==> src/hw/rtl/jata_pkg.sv <==
// ----------------------------------------------------------------------------
// Joystick ADC trimmed average - shared package
// Widths, constants and the queue word type used across the block.
// ----------------------------------------------------------------------------
`default_nettype none

package jata_pkg;

  localparam int ChW     = 2;
  localparam int NumCh   = 3;
  localparam int MvW     = 12;
  localparam int ValW    = 14;
  localparam int SumW    = 18;
  localparam int CntW    = 4;
  localparam int ConvW   = 13;
  localparam int AxisW   = 12;

  localparam logic [ChW-1:0] ChAxisX  = 2'd0;
  localparam logic [ChW-1:0] ChAxisY  = 2'd1;
  localparam logic [ChW-1:0] ChSupply = 2'd2;
  localparam logic [ChW-1:0] ChNone   = 2'd3;

  // floor(x/3) = (x * Recip3) >> Recip3Shift for x < 2**17
  localparam logic [16:0] Recip3      = 17'd43691;
  localparam int          Recip3Shift = 17;
  // floor(u/10) = (u * Recip10) >> Recip10Shift for u < 2**14
  localparam logic [12:0] Recip10      = 13'd6554;
  localparam int          Recip10Shift = 16;

  localparam logic [ConvW-1:0] ClampLo    = 13'd500;
  localparam logic [ConvW-1:0] ClampHi    = 13'd4500;
  localparam logic signed [ValW-1:0] AxisOffset = 14'sd200;

  localparam int FifoDepth = 4;

  typedef struct packed {
    logic [ChW-1:0]         ch;
    logic signed [ValW-1:0] value;
  } sample_t;

endpackage

`default_nettype wire

==> src/hw/rtl/jata_if.sv <==
// ----------------------------------------------------------------------------
// Joystick ADC trimmed average - stream interfaces
// Valid/ready channels for the sample input and the average output.
// ----------------------------------------------------------------------------
`default_nettype none

interface jata_in_if;
  logic                         valid;
  logic                         ready;
  logic [jata_pkg::ChW-1:0]     channel;
  logic [jata_pkg::MvW-1:0]     sample_mv;

  modport source (output valid, output channel, output sample_mv, input ready);
  modport sink   (input valid, input channel, input sample_mv, output ready);
endinterface

interface jata_out_if;
  logic                             valid;
  logic                             ready;
  logic [jata_pkg::ChW-1:0]         channel_out;
  logic signed [jata_pkg::ValW-1:0] average;
  logic                             changed;

  modport source (output valid, output channel_out, output average, output changed,
                  input ready);
  modport sink   (input valid, input channel_out, input average, input changed,
                  output ready);
endinterface

`default_nettype wire

==> src/hw/rtl/joystick_adc_trimmed_average.sv <==
// ----------------------------------------------------------------------------
// Joystick ADC trimmed average - top level
// Per-channel trimmed-mean filter for joystick axes and supply voltage.
// ----------------------------------------------------------------------------
// Takes one sample word per cycle while ready is high. The front converts it
// over two stages (one constant multiply each), the first registered and the
// second writing a four-entry queue; the back updates that channel's sum,
// min, max and count as it pops a sample, and a completed window is held in
// the reciprocal divider stage register before the result word is registered.
// Channel code three is dropped. A stalled output holds the back end, and the
// queue plus the front stage absorb up to five samples before the input
// deasserts ready.
`default_nettype none

module joystick_adc_trimmed_average #(
  parameter int WINDOW = 10
) (
  input  wire logic  clk_i,
  input  wire logic  rst_ni,
  jata_in_if.sink    in_i,
  jata_out_if.source out_o
);

  logic              push, full, head_valid, pop;
  jata_pkg::sample_t push_data, head;

  jata_front u_front (
    .clk_i       (clk_i),
    .rst_ni      (rst_ni),
    .in_i        (in_i),
    .push_o      (push),
    .push_data_o (push_data),
    .full_i      (full)
  );

  jata_fifo #(
    .DEPTH (jata_pkg::FifoDepth)
  ) u_fifo (
    .clk_i       (clk_i),
    .rst_ni      (rst_ni),
    .push_i      (push),
    .push_data_i (push_data),
    .full_o      (full),
    .pop_i       (pop),
    .valid_o     (head_valid),
    .head_o      (head)
  );

  jata_back #(
    .WINDOW (WINDOW)
  ) u_back (
    .clk_i        (clk_i),
    .rst_ni       (rst_ni),
    .head_valid_i (head_valid),
    .head_i       (head),
    .pop_o        (pop),
    .out_o        (out_o)
  );

  assert property (@(posedge clk_i) disable iff (!rst_ni) !full |-> in_i.ready)
    else $error("input stalled with queue space free");

  assert property (@(posedge clk_i) disable iff (!rst_ni)
                   head_valid |-> (head.ch != jata_pkg::ChNone))
    else $error("unused channel code reached the queue");

  assert property (@(posedge clk_i) disable iff (!rst_ni)
                   out_o.valid |-> (out_o.channel_out != jata_pkg::ChNone))
    else $error("result word carries unused channel code");

  assert property (@(posedge clk_i) disable iff (!rst_ni) pop |-> head_valid)
    else $error("pop from empty queue");

endmodule

`default_nettype wire

==> src/hw/rtl/jata_fifo.sv <==
// ----------------------------------------------------------------------------
// Joystick ADC trimmed average - sample queue
// Small register queue between the conversion front and the accumulators.
// ----------------------------------------------------------------------------
`default_nettype none

module jata_fifo #(
  parameter int DEPTH = 4
) (
  input  wire logic              clk_i,
  input  wire logic              rst_ni,
  input  wire logic              push_i,
  input  wire jata_pkg::sample_t push_data_i,
  output logic                   full_o,
  input  wire logic              pop_i,
  output logic                   valid_o,
  output jata_pkg::sample_t      head_o
);

  localparam int PtrW = (DEPTH > 1) ? $clog2(DEPTH) : 1;
  localparam int CntW = $clog2(DEPTH + 1);

  jata_pkg::sample_t mem_q [DEPTH];
  logic [PtrW-1:0]   wr_ptr_q, wr_ptr_d;
  logic [PtrW-1:0]   rd_ptr_q, rd_ptr_d;
  logic [CntW-1:0]   count_q, count_d;
  logic              do_push, do_pop;

  assign full_o  = (count_q == CntW'(DEPTH));
  assign valid_o = (count_q != '0);
  assign head_o  = mem_q[rd_ptr_q];
  assign do_push = push_i && !full_o;
  assign do_pop  = pop_i && valid_o;

  always_comb begin
    wr_ptr_d = wr_ptr_q;
    rd_ptr_d = rd_ptr_q;
    count_d  = count_q;
    if (do_push) begin
      wr_ptr_d = (wr_ptr_q == PtrW'(DEPTH - 1)) ? '0 : wr_ptr_q + PtrW'(1);
    end
    if (do_pop) begin
      rd_ptr_d = (rd_ptr_q == PtrW'(DEPTH - 1)) ? '0 : rd_ptr_q + PtrW'(1);
    end
    if (do_push && !do_pop) begin
      count_d = count_q + CntW'(1);
    end else if (!do_push && do_pop) begin
      count_d = count_q - CntW'(1);
    end
  end

  always_ff @(posedge clk_i or negedge rst_ni) begin
    if (!rst_ni) begin
      wr_ptr_q <= '0;
      rd_ptr_q <= '0;
      count_q  <= '0;
    end else begin
      wr_ptr_q <= wr_ptr_d;
      rd_ptr_q <= rd_ptr_d;
      count_q  <= count_d;
    end
  end

  always_ff @(posedge clk_i) begin
    if (do_push) begin
      mem_q[wr_ptr_q] <= push_data_i;
    end
  end

endmodule

`default_nettype wire

==> src/hw/rtl/jata_front.sv <==
// ----------------------------------------------------------------------------
// Joystick ADC trimmed average - conversion front
// Accept samples, drop the unused channel code, scale to degrees or doubled
// millivolts in two stages and push the result into the queue.
// ----------------------------------------------------------------------------
`default_nettype none

module jata_front (
  input  wire logic          clk_i,
  input  wire logic          rst_ni,
  jata_in_if.sink            in_i,
  output logic               push_o,
  output jata_pkg::sample_t  push_data_o,
  input  wire logic          full_i
);

  localparam int ConvW = jata_pkg::ConvW;
  localparam int AxisW = jata_pkg::AxisW;
  localparam int ValW  = jata_pkg::ValW;

  logic                         s1_valid_q;
  logic [jata_pkg::ChW-1:0]     s1_ch_q;
  logic [ConvW-1:0]             s1_conv_q;
  logic [ConvW-1:0]             conv_d;
  logic                         s1_adv, keep;
  logic [14:0]                  mv5;
  logic [31:0]                  prod3;
  logic [ConvW-1:0]             clamped;
  logic [AxisW-1:0]             span;
  logic [24:0]                  prod10;
  logic signed [ValW-1:0]       axis_val;

  assign s1_adv     = !s1_valid_q || !full_i;
  assign in_i.ready = s1_adv;
  assign keep       = in_i.valid && s1_adv && (in_i.channel != jata_pkg::ChNone);

  // mv * 10 / 6 == mv * 5 / 3
  assign mv5   = {3'b000, in_i.sample_mv} + {1'b0, in_i.sample_mv, 2'b00};
  assign prod3 = 32'(mv5) * 32'(jata_pkg::Recip3);

  always_comb begin
    if (in_i.channel == jata_pkg::ChSupply) begin
      conv_d = {in_i.sample_mv, 1'b0};
    end else begin
      conv_d = prod3[jata_pkg::Recip3Shift +: ConvW];
    end
  end

  always_ff @(posedge clk_i or negedge rst_ni) begin
    if (!rst_ni) begin
      s1_valid_q <= 1'b0;
    end else if (s1_adv) begin
      s1_valid_q <= keep;
    end
  end

  always_ff @(posedge clk_i) begin
    if (keep) begin
      s1_ch_q   <= in_i.channel;
      s1_conv_q <= conv_d;
    end
  end

  always_comb begin
    if (s1_conv_q < jata_pkg::ClampLo) begin
      clamped = jata_pkg::ClampLo;
    end else if (s1_conv_q > jata_pkg::ClampHi) begin
      clamped = jata_pkg::ClampHi;
    end else begin
      clamped = s1_conv_q;
    end
  end

  assign span     = AxisW'(clamped - jata_pkg::ClampLo);
  assign prod10   = 25'(span) * 25'(jata_pkg::Recip10);
  assign axis_val = $signed(ValW'(prod10[jata_pkg::Recip10Shift +: 9])) - jata_pkg::AxisOffset;

  assign push_o         = s1_valid_q && !full_i;
  assign push_data_o.ch = s1_ch_q;
  assign push_data_o.value = (s1_ch_q == jata_pkg::ChSupply) ?
                             $signed(ValW'(s1_conv_q)) : axis_val;

endmodule

`default_nettype wire

==> src/hw/rtl/jata_back.sv <==
// ----------------------------------------------------------------------------
// Joystick ADC trimmed average - accumulator back end
// Update per-channel sum, min, max and count; on a full window divide the
// trimmed sum by a reciprocal multiply and register the result word.
// ----------------------------------------------------------------------------
`default_nettype none

module jata_back #(
  parameter int WINDOW = 10
) (
  input  wire logic              clk_i,
  input  wire logic              rst_ni,
  input  wire logic              head_valid_i,
  input  wire jata_pkg::sample_t head_i,
  output logic                   pop_o,
  jata_out_if.source             out_o
);

  localparam int ValW      = jata_pkg::ValW;
  localparam int SumW      = jata_pkg::SumW;
  localparam int CntW      = jata_pkg::CntW;
  localparam int ChW       = jata_pkg::ChW;
  localparam int NumCh     = jata_pkg::NumCh;
  localparam int Div       = WINDOW - 2;
  localparam int DivShift  = 22;
  localparam int RecipW    = DivShift + 1;
  localparam int Recip     = (2 ** DivShift + Div - 1) / Div;
  localparam int ProdW     = SumW + RecipW;

  logic [CntW-1:0]        cnt_q [NumCh];
  logic signed [SumW-1:0] sum_q [NumCh];
  logic signed [ValW-1:0] min_q [NumCh];
  logic signed [ValW-1:0] max_q [NumCh];
  logic signed [ValW-1:0] last_q [NumCh];

  logic [ChW-1:0]         ch;
  logic signed [ValW-1:0] v;
  logic                   first, last_win;
  logic signed [SumW-1:0] sum_d;
  logic signed [ValW-1:0] min_d, max_d;
  logic signed [SumW-1:0] num;
  logic [SumW-1:0]        mag_d;

  logic                   b2_valid_q;
  logic [ChW-1:0]         b2_ch_q;
  logic                   b2_neg_q;
  logic [SumW-1:0]        b2_mag_q;
  logic [ProdW-1:0]       prod;
  logic [ValW-1:0]        quo;
  logic signed [ValW-1:0] avg;

  logic                   out_valid_q;
  logic [ChW-1:0]         out_ch_q;
  logic signed [ValW-1:0] out_avg_q;
  logic                   out_chg_q;
  logic                   out_free, b2_free;

  assign ch       = head_i.ch;
  assign v        = head_i.value;
  assign first    = (cnt_q[ch] == '0);
  assign last_win = (cnt_q[ch] == CntW'(WINDOW - 1));

  assign out_free = !out_valid_q || out_o.ready;
  assign b2_free  = !b2_valid_q || out_free;
  assign pop_o    = head_valid_i && (!last_win || b2_free);

  always_comb begin
    if (first) begin
      sum_d = SumW'(v);
      min_d = v;
      max_d = v;
    end else begin
      sum_d = sum_q[ch] + SumW'(v);
      min_d = (v < min_q[ch]) ? v : min_q[ch];
      max_d = (v > max_q[ch]) ? v : max_q[ch];
    end
    num   = sum_d - SumW'(min_d) - SumW'(max_d);
    mag_d = num[SumW-1] ? SumW'(-num) : SumW'(num);
  end

  always_ff @(posedge clk_i or negedge rst_ni) begin
    if (!rst_ni) begin
      for (int i = 0; i < NumCh; i++) begin
        cnt_q[i] <= '0;
      end
    end else if (pop_o) begin
      cnt_q[ch] <= last_win ? '0 : cnt_q[ch] + CntW'(1);
    end
  end

  always_ff @(posedge clk_i) begin
    if (pop_o) begin
      sum_q[ch] <= sum_d;
      min_q[ch] <= min_d;
      max_q[ch] <= max_d;
    end
  end

  always_ff @(posedge clk_i or negedge rst_ni) begin
    if (!rst_ni) begin
      b2_valid_q <= 1'b0;
    end else if (b2_free) begin
      b2_valid_q <= pop_o && last_win;
    end
  end

  always_ff @(posedge clk_i) begin
    if (b2_free && pop_o && last_win) begin
      b2_ch_q  <= ch;
      b2_neg_q <= num[SumW-1];
      b2_mag_q <= mag_d;
    end
  end

  assign prod = ProdW'(b2_mag_q) * ProdW'(RecipW'(Recip));
  assign quo  = prod[DivShift +: ValW];
  assign avg  = b2_neg_q ? -$signed(quo) : $signed(quo);

  always_ff @(posedge clk_i or negedge rst_ni) begin
    if (!rst_ni) begin
      out_valid_q <= 1'b0;
      for (int i = 0; i < NumCh; i++) begin
        last_q[i] <= '0;
      end
    end else if (out_free) begin
      out_valid_q <= b2_valid_q;
      if (b2_valid_q) begin
        last_q[b2_ch_q] <= avg;
      end
    end
  end

  always_ff @(posedge clk_i) begin
    if (out_free && b2_valid_q) begin
      out_ch_q  <= b2_ch_q;
      out_avg_q <= avg;
      out_chg_q <= (avg != last_q[b2_ch_q]);
    end
  end

  assign out_o.valid       = out_valid_q;
  assign out_o.channel_out = out_ch_q;
  assign out_o.average     = out_avg_q;
  assign out_o.changed     = out_chg_q;

endmodule

`default_nettype wire
==> src/flat_wrapper.sv <==
// flat-port wrapper written by rule: the top's interface ports become plain ports
module joystick_adc_trimmed_average_flat 
#(
  parameter int WINDOW = 10
)
  (clk_i, rst_ni, in_i_valid, in_i_channel, in_i_sample_mv, in_i_ready, out_o_valid, out_o_channel_out, out_o_average, out_o_changed, out_o_ready);
  jata_in_if in_i_i ();
  jata_out_if out_o_i ();
  input  wire logic clk_i;
  input  wire logic rst_ni;
  input wire logic [$bits(in_i_i.valid)-1:0] in_i_valid;
  input wire logic [$bits(in_i_i.channel)-1:0] in_i_channel;
  input wire logic [$bits(in_i_i.sample_mv)-1:0] in_i_sample_mv;
  output wire logic [$bits(in_i_i.ready)-1:0] in_i_ready;
  output wire logic [$bits(out_o_i.valid)-1:0] out_o_valid;
  output wire logic [$bits(out_o_i.channel_out)-1:0] out_o_channel_out;
  output wire logic [$bits(out_o_i.average)-1:0] out_o_average;
  output wire logic [$bits(out_o_i.changed)-1:0] out_o_changed;
  input wire logic [$bits(out_o_i.ready)-1:0] out_o_ready;
  assign in_i_i.valid = in_i_valid;
  assign in_i_i.channel = in_i_channel;
  assign in_i_i.sample_mv = in_i_sample_mv;
  assign in_i_ready = in_i_i.ready;
  assign out_o_valid = out_o_i.valid;
  assign out_o_channel_out = out_o_i.channel_out;
  assign out_o_average = out_o_i.average;
  assign out_o_changed = out_o_i.changed;
  assign out_o_i.ready = out_o_ready;
  joystick_adc_trimmed_average #(.WINDOW(WINDOW)) u_core (.clk_i(clk_i), .rst_ni(rst_ni), .in_i(in_i_i), .out_o(out_o_i));
endmodule
==> config.mk <==
export PLATFORM = sky130hd
export DESIGN_NAME = joystick_adc_trimmed_average_flat
export DESIGN_NICKNAME = d
export VERILOG_FILES = /design/src/hw/rtl/jata_pkg.sv /design/src/hw/rtl/jata_if.sv /design/src/hw/rtl/joystick_adc_trimmed_average.sv /design/src/hw/rtl/jata_fifo.sv /design/src/hw/rtl/jata_front.sv /design/src/hw/rtl/jata_back.sv /design/src/flat_wrapper.sv
export SDC_FILE = /design/constraint.sdc
export NUM_CORES = 1
export LEC_CHECK = 0
export BUFFER_PORTS_ARGS = -buffer_cell sky130_fd_sc_hd__buf_2
export CORE_MARGIN = 5
export CORE_UTILIZATION = 38
export CTS_BUF_LIST = sky130_fd_sc_hd__clkbuf_2 sky130_fd_sc_hd__clkbuf_4 sky130_fd_sc_hd__clkbuf_8
export DETAILED_ROUTE_END_ITERATION = 12
export MAX_ROUTING_LAYER = met4
export PLACE_DENSITY = 0.62
export REMOVE_ABC_BUFFERS = 1
export SLEW_MARGIN = 40
export SYNTH_ARGS = -nofsm -noshare
export SYNTH_HDL_FRONTEND = slang
export SYNTH_HIERARCHICAL = 1
export SYNTH_SLANG_ARGS = --single-unit
==> constraint.sdc <==
create_clock -name clk_i -period 9.4 [get_ports clk_i]
set_clock_uncertainty 0.1 [all_clocks]
set_input_delay 1.41 -clock clk_i [delete_from_list [all_inputs] [get_ports clk_i]]
set_output_delay 1.41 -clock clk_i [all_outputs]
set_load 0.01 [all_outputs]
# [Word level (Yosys, flattened, before mapping)]
# Memory sizes are Yosys's and may differ from the RTL's.
# Cells that the tools add are included.
[totals] register_bits=116 latch_bits=0 input_bits=18 ram_bits=202 mem_count=4 romBits=0 word_cells=119 output_inout_bits=19
[classes] shifts=0 bitwise=2 magnitude_cmp=8 multipliers=2 addsub=13 eq_ne=8 reduce_logical=29 div=0 n_mux=32
[mem_list] name="u_core.u_fifo.mem_q" words=4 word_bits=16 rd=1 rd_ports_with_merged_regs=0 write_ports=1 line="jata_fifo.sv:23" text="jata_pkg::sample_t mem_q [DEPTH];"
[mem_list] name="u_core.u_back.sum_q" words=3 word_bits=18 rd=1 rd_ports_with_merged_regs=0 write_ports=1 line="jata_back.sv:31" text="logic signed [SumW-1:0] sum_q [NumCh];"
[mem_list] name="u_core.u_back.max_q" words=3 word_bits=14 rd=1 rd_ports_with_merged_regs=0 write_ports=1 line="jata_back.sv:33" text="logic signed [ValW-1:0] max_q [NumCh];"
[mem_list] name="u_core.u_back.min_q" words=3 word_bits=14 rd=1 rd_ports_with_merged_regs=0 write_ports=1 line="jata_back.sv:32" text="logic signed [ValW-1:0] min_q [NumCh];"
[op_table] cell="$mux W14" count=9
[op_table] cell="$bwmux W42" count=1
[op_table] cell="$sub A18 B14 Y18" count=2
[op_table] cell="$mul A15 B16 Y30 const B" count=1
[op_table] cell="$bmux W14 S2" count=1
[op_table] cell="$demux W14 S2" count=1
[op_table] cell="$mul A12 B12 Y24 const B" count=1
[op_table] cell="$mux W12" count=2
[op_table] cell="$add A18 B14 Y18" count=1
[op_table] cell="$mux W18" count=1
[op_table] cell="$mux W17" count=1
[op_table] cell="$neg A17 Y17" count=1
[op_table] cell="$mux W4" count=4
[op_table] cell="$add A12 B14 Y15" count=1
[op_table] cell="$gt A14 B14 Y1" count=1
[op_table] cell="$logic_and A1 B1 Y1" count=14
[op_table] cell="$lt A14 B14 Y1" count=1
[op_table] cell="$ne A14 B14 Y1" count=1
[op_table] cell="$neg A14 Y14" count=1
[op_table] cell="$gt A13 B13 Y1 const B" count=1
[op_table] cell="$lt A13 B9 Y1 const B" count=1
[op_table] cell="$mux W13" count=1
[op_table] cell="$bwmux W12" count=1
[op_table] cell="$sub A12 B9 Y12 const B" count=1
[op_table] cell="other kinds (23)" count=44

# [Depth between registers and ports, before layout]
# An unclocked memory read counts as a cell.
[logic_depth] depth_word=13 depth_mapped=35 depth_no_buf=32

# [By module]
# The synthesis kept the hierarchy.
[by_module_without_submodules] module="jata_back" seq_area_each_um2=6566.3 cells_each=1133 area_each_um2=13035.0 instances=1
[by_module_without_submodules] module="jata_front" seq_area_each_um2=475.5 cells_each=897 area_each_um2=8032.7 instances=1
[by_module_without_submodules] module="jata_fifo" seq_area_each_um2=2097.0 cells_each=121 area_each_um2=2831.5 instances=1

# [Least setup slack after synthesis]
# No wires, ideal clock.
[synth_path] kind="register to register" startpoint="register u_core.u_fifo.rd_ptr_q[0]" endpoint="register u_core.u_back.b2_mag_q[16] (data pin)" path_buffers=6 setup_slack_ps=927 synth_period_minus_slack_ps=8473 t_required_ps=9037 t_arrival_ps=8110 stages_incl_launch_ff=34 setup_time_ps=263 path_cell_list="dfrtp_1 -> buf_6 -> buf_12 -> mux4_2 -> buf_6 -> clkbuf_1 -> buf_1 -> mux2i_1 -> nor2_1 -> a21oi_1 -> ha_1 -> nor2b_1 -> o21a_1 -> o21a_1 -> o21a_1 -> o21ai_0 -> nand2b_1 -> a21oi_1 -> nand3_1 -> a31oi_1 -> clkbuf_1 -> mux2i_1 -> fa_1 -> ha_1 -> and2_1 -> o2111ai_1 -> nor4_4 -> o31a_1 -> o211ai_1 -> nor4b_2 -> nand4_1 -> nor4b_2 -> a311oi_1 -> xnor2_1"
[synth_rtl] item="start: declaration" line="jata_fifo.sv:25" text="logic [PtrW-1:0] rd_ptr_q, rd_ptr_d;"
[synth_rtl] item="start signal: assignment" line="jata_fifo.sv:59" text="rd_ptr_q <= rd_ptr_d;"
[synth_rtl] item="end signal: assignment" line="jata_back.sv:111" text="b2_mag_q <= mag_d;"
[synth_rtl] item="end: declaration" line="jata_back.sv:47" text="logic [SumW-1:0] b2_mag_q;"

==> results.md <==
Run status:
- The run finished with clean final reports.

Timing:
- The slew of the pin with the lowest slew margin is around 0.81 ns.
- The final worst hold slack is 0.384 ns.
- Setup repair after global routing left no endpoint under its margin.
- The final hold violation count is 0.
- For the finished layout, the period the worst path requires is 8.69 ns.
- Derived from the worst setup path, the maximum achievable clock frequency is 115 MHz.
- The number of pins exceeding their max-slew limit in the final report is 0.
- The headroom to the max-slew limit is 0.457.
- The final number of setup-violating endpoints is 0.
- The fraction of the cycle the final worst path needs is 0.924.

Logic synthesis:
- The number of warning messages in the yosys log is 6.
- Ranked by total cell area, the synthesized netlist is headed by sky130_fd_sc_hd__edfxtp_1, sky130_fd_sc_hd__ha_1, sky130_fd_sc_hd__fa_1.
- The average instance in the mapped netlist occupies 11.1 um^2.
- Summed over all instances, the cell type with the most area after synthesis is sky130_fd_sc_hd__edfxtp_1.
- In the synthesized netlist, the cells that appear most often are sky130_fd_sc_hd__inv_1, sky130_fd_sc_hd__ha_1, sky130_fd_sc_hd__edfxtp_1, sky130_fd_sc_hd__nand2_1, sky130_fd_sc_hd__o21ai_0.
- The count of cell types in the netlist is 94.
- The top-area cell type share of the netlist area is 0.315.
- The synthesized design contains 315 register bits.
- The cell area after synthesis is ~24,000 um^2.
- Yosys instantiated no cell more often than sky130_fd_sc_hd__inv_1.
- For this run, the leading register cell type out of synthesis is sky130_fd_sc_hd__edfxtp_1.
- The post-synthesis async set-or-reset flop share is 0.203.
- The cell count after synthesis came out at 2,151.
- The count of flip-flops with a built-in enable after synthesis is roughly 250.
- The sequential fraction of the synthesis area is 0.382.

Floorplanning:
- The number of core rows is 92.
- The initial standard-cell utilization of the core is 0.381.
- The chip height is 261 um.
- The die covers 68,000 um^2.
- In this run the standard cell core region covers 62,700 um^2.
- 37 I/O pins were placed.
- The die span in x is 261 um.

Job:
- The total of max-cap violations is 0.

Routing:
- Dividing the detail-routed via count by the number of cells gives 5.15.
- The number of vias in the routed layout is approximately 16,000.
- The number of nets with antenna violations after detailed routing is 0.
- For this block, the initial DRC count from the detailed router was 738.
- The average wire per cell in the routed design is 16.6 um.
- The number of optimization iterations in the first detailed-route pass is 5.
- The count of unresolved DRC violations after routing is 0.
- The final routed wirelength across all metal layers is 51.2 mm.

Setup path:
- Data on the critical path arrives at its endpoint at 9.03 ns.
- The cell seen most often among critical-path stages is sky130_fd_sc_hd__inv_1.
- The number of cells on the worst reg-to-reg path is 31.
- The worst flop-to-flop path startpoint is u_core/u_front/s1_conv_q[2].
- The register-to-register path setup slack is between 0.7 and 0.8 ns.
- The worst setup path is launched from a flip-flop.
- The endpoint class of the critical path is a flip-flop.
- The class of the most critical setup path is reg2reg.
- For this run, the slowest stage of the critical path takes 0.55 ns.
- Of all nets on the critical path, the largest fanout is 8.
- The endpoint identified for the worst register-to-register timing path is u_core/u_fifo/mem_q[0][12].
- The worst path required time is 9.74 ns.
- The slowest stage of the critical path is the sky130_fd_sc_hd__fa_1 cell.

Hold path:
- The worst hold path passes through 2 cells.
- The destination of the worst hold path is u_core/u_back/last_q[2].
- The worst hold path belongs to the class reg2reg.
- The worst hold path begins at u_core/u_back/last_q[2].

Clocking:
- For the worst-skew pair, the clock arrives at the later sink with an insertion delay of 0.65 ns.
- The setup fix buffers added after clock tree synthesis is 0.
- The clock tree buffer depth is 3.
- TritonCTS created 53 clock buffers.
- The clock tree synthesis step divided the H-tree into 2 levels.
- The cell sitting at the root of the clock tree is a sky130_fd_sc_hd__clkbuf_8.
- After clock tree synthesis, the flow added hold-fix buffers numbering 0.
- TritonCTS built the clock tree.
- Clock-pin slew was measured on the worst setup and hold paths at 0.07 ns.
- For this design, the sink count on the clock tree is 315.

GRT:
- The first global-routing pass estimated between 80 and 90 mm of wire.
- The initial antenna violation count is 0.
- In the global route stage, overall resource usage came out at 0.156.
- The maximum number of pins on one net before global-route repair is 67.
- Summed over all layers, the global routing overflow is 0.
- The number of global-route vias before repair is 16,700.

Finish:
- From synthesis to final layout, the design area changed by 9.71%.
- After the last flow step, the layout net total stands at 2,612.
- Of the cells placed in the final design, the portion with a size suffix greater than 1 is 0.117.

Placed design:
- The congestion estimate from routability-driven global placement came to 0.891.
- The HPWL after detailed placement is 39.0 mm.
- The quantity of I/O buffers inserted on ports is 36.
-- flip-flops by register name (all words and copies together) (netlist names), 3 cells and up --
signal	flops
u_core/u_back/out_o.average	14
u_core/u_back/b2_mag_q	14
u_core/u_back/sum_q	54
u_core/u_back/max_q	42
u_core/u_fifo/mem_q	64
u_core/u_back/last_q	42
u_core/u_front/s1_conv_q	13
u_core/u_back/cnt_q	12
u_core/u_fifo/count_q	3
u_core/u_back/min_q	42
-- cell families after synthesis --
group / Yosys count / share of synthesized area
AOI/OAI and AO/OA: 413 / 0.115
DFF: 315 / 0.382
xor gates and xnor gates: 93 / 0.0341
muxes: 165 / 0.0822
buffers and inverters: 338 / 0.0557
and+or+nand+nor: 441 / 0.0911
adders and majority gates: 386 / 0.240
-- cell usage in the layout (no fill, tap or decap), types with 56 or more instances in the layout --
cell	n
sky130_fd_sc_hd__mux2i_1	93
sky130_fd_sc_hd__fa_1	120
sky130_fd_sc_hd__a21oi_1	96
sky130_fd_sc_hd__o21ai_0	130
sky130_fd_sc_hd__dfrtp_1	64
sky130_fd_sc_hd__ha_1	266
sky130_fd_sc_hd__inv_1	277
sky130_fd_sc_hd__clkbuf_8	56
sky130_fd_sc_hd__nor2_1	110
sky130_fd_sc_hd__nand2_1	150
sky130_fd_sc_hd__edfxtp_1	251
-- worst max path at each step --
stage                                startpoint                          end  slack (ns)  cells past startpoint
finish              u_core/u_front/s1_conv_q[2]   u_core/u_fifo/mem_q[0][12]        0.71                     31
CTS                 u_core/u_front/s1_conv_q[2]    u_core/u_fifo/mem_q[3][7]        0.66                     31
detailed placement            in_i_sample_mv[0]  u_core/u_front/s1_conv_q[7]        0.36                     27
global route        u_core/u_front/s1_conv_q[3]   u_core/u_fifo/mem_q[0][12]        0.12                     31
floorplan             u_core/u_fifo/rd_ptr_q[0]    u_core/u_back/b2_mag_q[5]       -0.78                     26
global placement              in_i_sample_mv[0]  u_core/u_front/s1_conv_q[7]        0.61                     27
-- stage by stage --
step | cells | worst slack [ns] | utilization | instance area, um^2 | TNS [ns]
after floorplan | 2092 | -0.784 | - | 23600 | -10.96
after global placement | 2997 | 0.607 | 0.400 | 25100 | 0
after detailed placement | 2999 | 0.361 | 0.400 | 25100 | 0
after CTS | 3092 | 0.656 | 0.418 | 26200 | 0
after global routing | 3092 | 0.119 | 0.418 | 26200 | 0
final | 3093 | 0.712 | 0.418 | 26200 | 0
-- layer usage --
metal  global-route usage  wire [um]
met1                0.194      22700
met2                0.267      25300
met3               0.0196       1780
met4               0.0492       1450
met5                    -          0
-- cell type report --
cell class,instances,area [um^2]
Fill cell,5857,36500
Multi-Input combinational cell,1498,13500
Sequential cell,315,9140
Tap cell,846,1060
Inverter,279,1050
Clock buffer,73,898
Timing Repair Buffer,61,392
Clock inverter,20,189
Antenna cell,1,2.50
-- critical path: cells and delay by family, from the launching register on --
kind / cells / cell delay, ns
compound gates: 13 / 3.15
simple gates: 4 / 1.12
fa+ha+maj: 8 / 3.25
flops: 1 / 0.44
buf+inv: 6 / 0.45
-- repair_timing --
action,4_1_cts,5_1_grt
gates resized for setup,0,1
setup endpoints to repair,0,4
hold endpoints to repair,0,0
Power is not shown: default switching activity piles up to over one toggle a cycle in this logic, so the estimate is an artifact.
